### config.mk
export PLATFORM = sky130hd
export DESIGN_NAME = lchh_ctrl
export DESIGN_NICKNAME = d
export VERILOG_FILES = /design/src/rtl/lchh_pkg.sv /design/src/rtl/lchh_ctrl.sv
export SDC_FILE = /design/constraint.sdc
export NUM_CORES = 1
export LEC_CHECK = 0
export BUFFER_PORTS_ARGS = -buffer_cell sky130_fd_sc_hd__buf_2
export CAP_MARGIN = 20
export CORE_AREA = 2 2 39 41
export CTS_BUF_LIST = sky130_fd_sc_hd__clkbuf_4 sky130_fd_sc_hd__clkbuf_8 sky130_fd_sc_hd__clkbuf_16
export CTS_CLUSTER_DIAMETER = 40
export DETAILED_ROUTE_END_ITERATION = 8
export DIE_AREA = 0 0 41 43
export PLACE_DENSITY_LB_ADDON = 0.05
export SLEW_MARGIN = 20
export SYNTH_ARGS = -nofsm -noshare
export SYNTH_HDL_FRONTEND = slang
export SYNTH_SLANG_ARGS = --single-unit
### constraint.sdc
create_clock -name clock -period 2.95 [get_ports clock]
set_clock_uncertainty 0.1 [all_clocks]
set_input_delay 0.59 -clock clock [delete_from_list [all_inputs] [get_ports clock]]
set_output_delay 0.59 -clock clock [all_outputs]
set_load 0.02 [all_outputs]
### src/rtl/lchh_pkg.sv
`timescale 1ns / 1ps
package lchh_pkg;

   localparam int TableEntries = 64;
   localparam int IdxBits      = $clog2(TableEntries);
   localparam int ErrBits      = 24;
   localparam int KeyBits      = 64;
   localparam int CountBits    = 32;
   localparam int WidthBits    = 24;
   localparam int ThrBits      = 32;
   localparam int EntryBits    = KeyBits + CountBits + ErrBits;

   localparam logic [WidthBits-1:0] WidthReset = WidthBits'(1024);

   localparam logic CmdCount  = 1'b0;
   localparam logic CmdReport = 1'b1;

   typedef struct packed {
      logic [KeyBits-1:0]   key;
      logic [CountBits-1:0] count;
      logic [ErrBits-1:0]   err;
   } entry_type;

   // controller to datapath
   typedef struct packed {
      logic capture;
      logic idx_clr;
      logic idx_inc;
      logic upd_hit;
      logic upd_miss;
      logic push_res;
      logic ev_chk;
      logic flush;
      logic bucket_adv;
   } cmd_type;

   // datapath to controller
   typedef struct packed {
      logic hit;
      logic idx_last;
      logic qual;
      logic pend_valid;
      logic out_free;
      logic close;
      logic report;
   } status_type;

endpackage

### src/rtl/lchh_ctrl.sv
`timescale 1ns / 1ps
module lchh_ctrl (
   input  logic                 clock,
   input  logic                 reset,
   input  logic                 req_valid,
   input  logic                 req_command,
   output logic                 req_ready,
   input  lchh_pkg::status_type status,
   output lchh_pkg::cmd_type    cmd
);
   localparam logic [2:0] SIdle   = 3'd0;
   localparam logic [2:0] SLkRd   = 3'd1;
   localparam logic [2:0] SLkCk   = 3'd2;
   localparam logic [2:0] SCntOut = 3'd3;
   localparam logic [2:0] SEvRd   = 3'd4;
   localparam logic [2:0] SEvCk   = 3'd5;
   localparam logic [2:0] SFlush  = 3'd6;

   logic [2:0] state_ff, state_in;

   assign req_ready = (state_ff == SIdle);

   always_comb begin
      state_in = state_ff;
      cmd      = '0;
      unique case (state_ff)
         SIdle: begin
            if (req_valid) begin
               cmd.capture = 1'b1;
               cmd.idx_clr = 1'b1;
               state_in    = (req_command == lchh_pkg::CmdReport) ? SEvRd : SLkRd;
            end
         end
         SLkRd: state_in = SLkCk;
         SLkCk: begin
            if (status.hit) begin
               cmd.upd_hit = 1'b1;
               state_in    = SCntOut;
            end else if (status.idx_last) begin
               cmd.upd_miss = 1'b1;
               state_in     = SCntOut;
            end else begin
               cmd.idx_inc = 1'b1;
               state_in    = SLkRd;
            end
         end
         SCntOut: begin
            if (status.out_free) begin
               cmd.push_res = 1'b1;
               if (status.close) begin
                  cmd.idx_clr = 1'b1;
                  state_in    = SEvRd;
               end else begin
                  state_in = SIdle;
               end
            end
         end
         SEvRd: state_in = SEvCk;
         SEvCk: begin
            if (!(status.report && status.qual && status.pend_valid && !status.out_free)) begin
               cmd.ev_chk = 1'b1;
               if (!status.idx_last) begin
                  cmd.idx_inc = 1'b1;
                  state_in    = SEvRd;
               end else if (status.report) begin
                  state_in = SFlush;
               end else begin
                  cmd.bucket_adv = 1'b1;
                  state_in       = SIdle;
               end
            end
         end
         SFlush: begin
            if (status.out_free) begin
               cmd.flush = 1'b1;
               state_in  = SIdle;
            end
         end
         default: state_in = SIdle;
      endcase
   end

   always_ff @(posedge clock) begin
      if (reset) begin
         state_ff <= SIdle;
      end else begin
         state_ff <= state_in;
      end
   end

`ifndef NO_ASSERTIONS
   a_one_step: assert property (@(posedge clock) disable iff (reset)
      $countones({cmd.upd_hit, cmd.upd_miss, cmd.push_res, cmd.ev_chk, cmd.flush}) <= 1)
      else $error("more than one datapath step in a cycle");
   a_no_inc_clr: assert property (@(posedge clock) disable iff (reset)
      !(cmd.idx_inc && cmd.idx_clr))
      else $error("slot index both cleared and advanced");
   a_capture_idle: assert property (@(posedge clock) disable iff (reset)
      cmd.capture |=> state_ff != SIdle)
      else $error("controller stayed idle after accepting a word");
`endif
endmodule

==> impl_metrics.csv <==
group,metric,value,unit
run_status,run_status,"completed",
placement,routabilityCongestion,0.718,
critical_path,worstRegToRegCells,4,
timing,slew_headroom,61.7,%
job,cap_viol_max_count,0,
hold_path,hp-start,"reset",
detailed_routing,ant_nets,0,
power_and_ir_drop,vdd_drop_max,251,uV
cts,post_cts_buffers,0,
placement,place_area,500,sq um
critical_path,path_cells,"and2b_1, nand2_1, nor2_1, o21ba_2, buf_2",
layout,nets,84,
synthesis,synth.yosys.seq_area_share,14.3,%
timing,layout_setup_ws,610,ps
critical_path,worstPathMaxFanout,19,
synthesis,synth.area.top_cells,"dfxtp_1 14%, a2111oi_2 7.1%, nor3b_1 7.1%",
timing,finalCritPeriodShare,79.3,%
cts,root_buffer,"clkbuf_4",
detailed_routing,routed_wl,1070,um
synthesis,synth_top_cell_area_share,14.3,%
layout,largest_reg_flops,3,
timing,max_freq,0.427,GHz
cts,cts.path.max_buffers,2,
timing,hold_viol_final,0,
cts,postCtsResizedCells,0,
timing,tightest_slew,574,ps
placement,place_ws,787,ps
critical_path,rr_endpoint,"state_ff[0]",
placement,hpwl,813,um
global_route,grt_start_max_net_pins,20,
global_route,globalRouteOverflowTotal,0,
critical_path,criticalPathCategory,"flop to output port",
synthesis,synth_seq_cells,3,
floorplanning,core,0.00138,sq mm
floorplanning,die_area,0.00176,sq mm
cts,h-tree-depth,1,
floorplanning,row_count,14,
timing,final_max_slew_viol_count,0,
synthesis,synth_area_leader_cell,"dfxtp_1",
critical_path,cp-start-kind,"flop",
floorplanning,start_util,30.4,%
critical_path,cp.required,2260,ps
synthesis,syn_nets,63,
layout,syn_to_final_growth,26.2,%
placement,placed_cells,84,
timing,setup-tns-final,0,ps
cts,path_clk_slew,30,ps
floorplanning,num_io_pins,21,
placement,io_buffers,20,
critical_path,cp-end-kind,"output port",
synthesis,netlist_instances,52,
cts,cts.sinks,3,
power_and_ir_drop,power_density,632,mW/mm^2
timing,post-route-min-period,2340,ps
critical_path,r2r_start,"state_ff[1]",
detailed_routing,vias,492,
timing,rsz0062_at_grt,"false",
floorplanning,die_h,43,um
layout,mostFrequentLayoutCell,"buf_2",
layout,drive_gt1_share,43.1,%
power_and_ir_drop,finalPower,0.000335,W
synthesis,synth_area,420,sq um
detailed_routing,detail_route.first_pass.iterations,4,
layout,largest-register,"state_ff",
layout,stdcell_count,88,
hold_path,hold_class,"input port to flop",
global_route,grt_pass1_vias,409,
critical_path,arrival,1650,ps
detailed_routing,viasPerCell,5.59,
cts,ctsHoldBuffers,0,
layout,antenna_cells,0,
cts,clk-insertion-delay-late,230,ps
synthesis,yosys_warnings,0,
synthesis,synth_area_per_cell,8.08,sq um
layout,most-common-layout-cells,"20 x buf_2, 4 x nor3b_1, 4 x clkbuf_4",
hold_path,holdPathEnd,"state_ff[1]",
detailed_routing,first_iter_violations,9,
cts,cts_tree,"done",
critical_path,reg2reg_slack,1280,ps
hold_path,holdPathStages,2,
global_route,grtUsageTotal,14.2,%
global_route,grt_first_pass_wirelength,1750,um
synthesis,synthDistinctLibCells,32,
cts,cts_buffers,3,
global_route,antenna_found_initial,0,
power_and_ir_drop,p_leak,0.231,nW
critical_path,crit_path_top_delay_cell,"dfxtp_1",
detailed_routing,wire_per_inst,12.1,um
detailed_routing,drc,0,
layout,final_cell_area,531,sq um
timing,setup_viol,0,
layout,top_regs,"state_ff (3)",
critical_path,max_stage_delay,670,ps
floorplanning,die_w,41,um
==> worst max-delay path by stage <==
stage	from	cells past startpoint	slack, ps	to
6_report	state_ff[1]	5	610	cmd[6]
4_1_cts	state_ff[1]	5	610	cmd[6]
3_5_place_dp	status[2]	5	790	cmd[6]
5_1_grt	state_ff[1]	3	450	cmd[4]
3_3_place_gp	status[2]	5	800	cmd[6]
2_1_floorplan	state_ff[1]	4	760	cmd[7]
==> Yosys cell counts <==
cell and count:
nor2_1 1, and4_1 2, or3_1 1, and2_1 2, nand2_1 3, clkbuf_8 1, nand3_1 1, nor4b_1 1
nand4_1 1, a41oi_1 1, nor3_1 3, and4b_4 1, a31o_1 1, nand3b_1 2, nor3b_1 4, nor3_2 1
buf_6 1, a21o_1 1, a2111oi_2 2, a21oi_1 3, a211oi_1 1, dfxtp_1 3, and3b_2 1, o21ai_0 3
and2b_1 1, o41ai_1 1, nor4_1 2, inv_1 2, buf_4 2, a22oi_1 1, a21o_2 1, o21ba_2 1
==> where the power goes <==
part / total (W) / internal (W) / switching (W)
Sequential: 0.0000963 / 0.0000515 / 0.0000447
Combinational: 0.000158 / 0.0000690 / 0.0000893
Clock: 0.0000805 / 0.0000598 / 0.0000206
==> area by class of cell <==
type                       count  area (sq um)
inverter                       2          7.51
fill                         163           853
timing repair buffer          20           100
clock buffer                   4          30.0
tap                           16          20.0
sequential                     3          60.1
multi-input combinational     43           313
==> worst max-delay path: cells and delay by family, from the launching register on <==
kind	cells	cell delay [ps]
and+or+nand+nor	3	430
DFF	1	670
AOI/OAI and AO/OA	1	180
buffers and inverters	1	150
==> stage by stage <==
stage          hold WS (ps)  util [%]
2_1_floorplan           471         -
3_3_place_gp            683      36.2
3_5_place_dp            650      36.2
4_1_cts                 533      38.3
5_1_grt                 542      38.3
6_report                539      38.3
==> cells by family after synthesis <==
kind of cell | after synthesis | synth area share, %
buffers and inverters | 6 | 11.3
AND/OR/NAND/NOR | 27 | 44.0
AO/OA/AOI/OAI | 16 | 30.4
flip-flops | 3 | 14.3
==> metal layers <==
layer / track usage (%) / share of wire (%)
met1: 18.8 / 47
met2: 20.9 / 50
met3: 3.66 / 3.7
met4: 6.00 / 0
met5: 0 / 0
No activity file was read; power rests on OpenSTA's default activity.
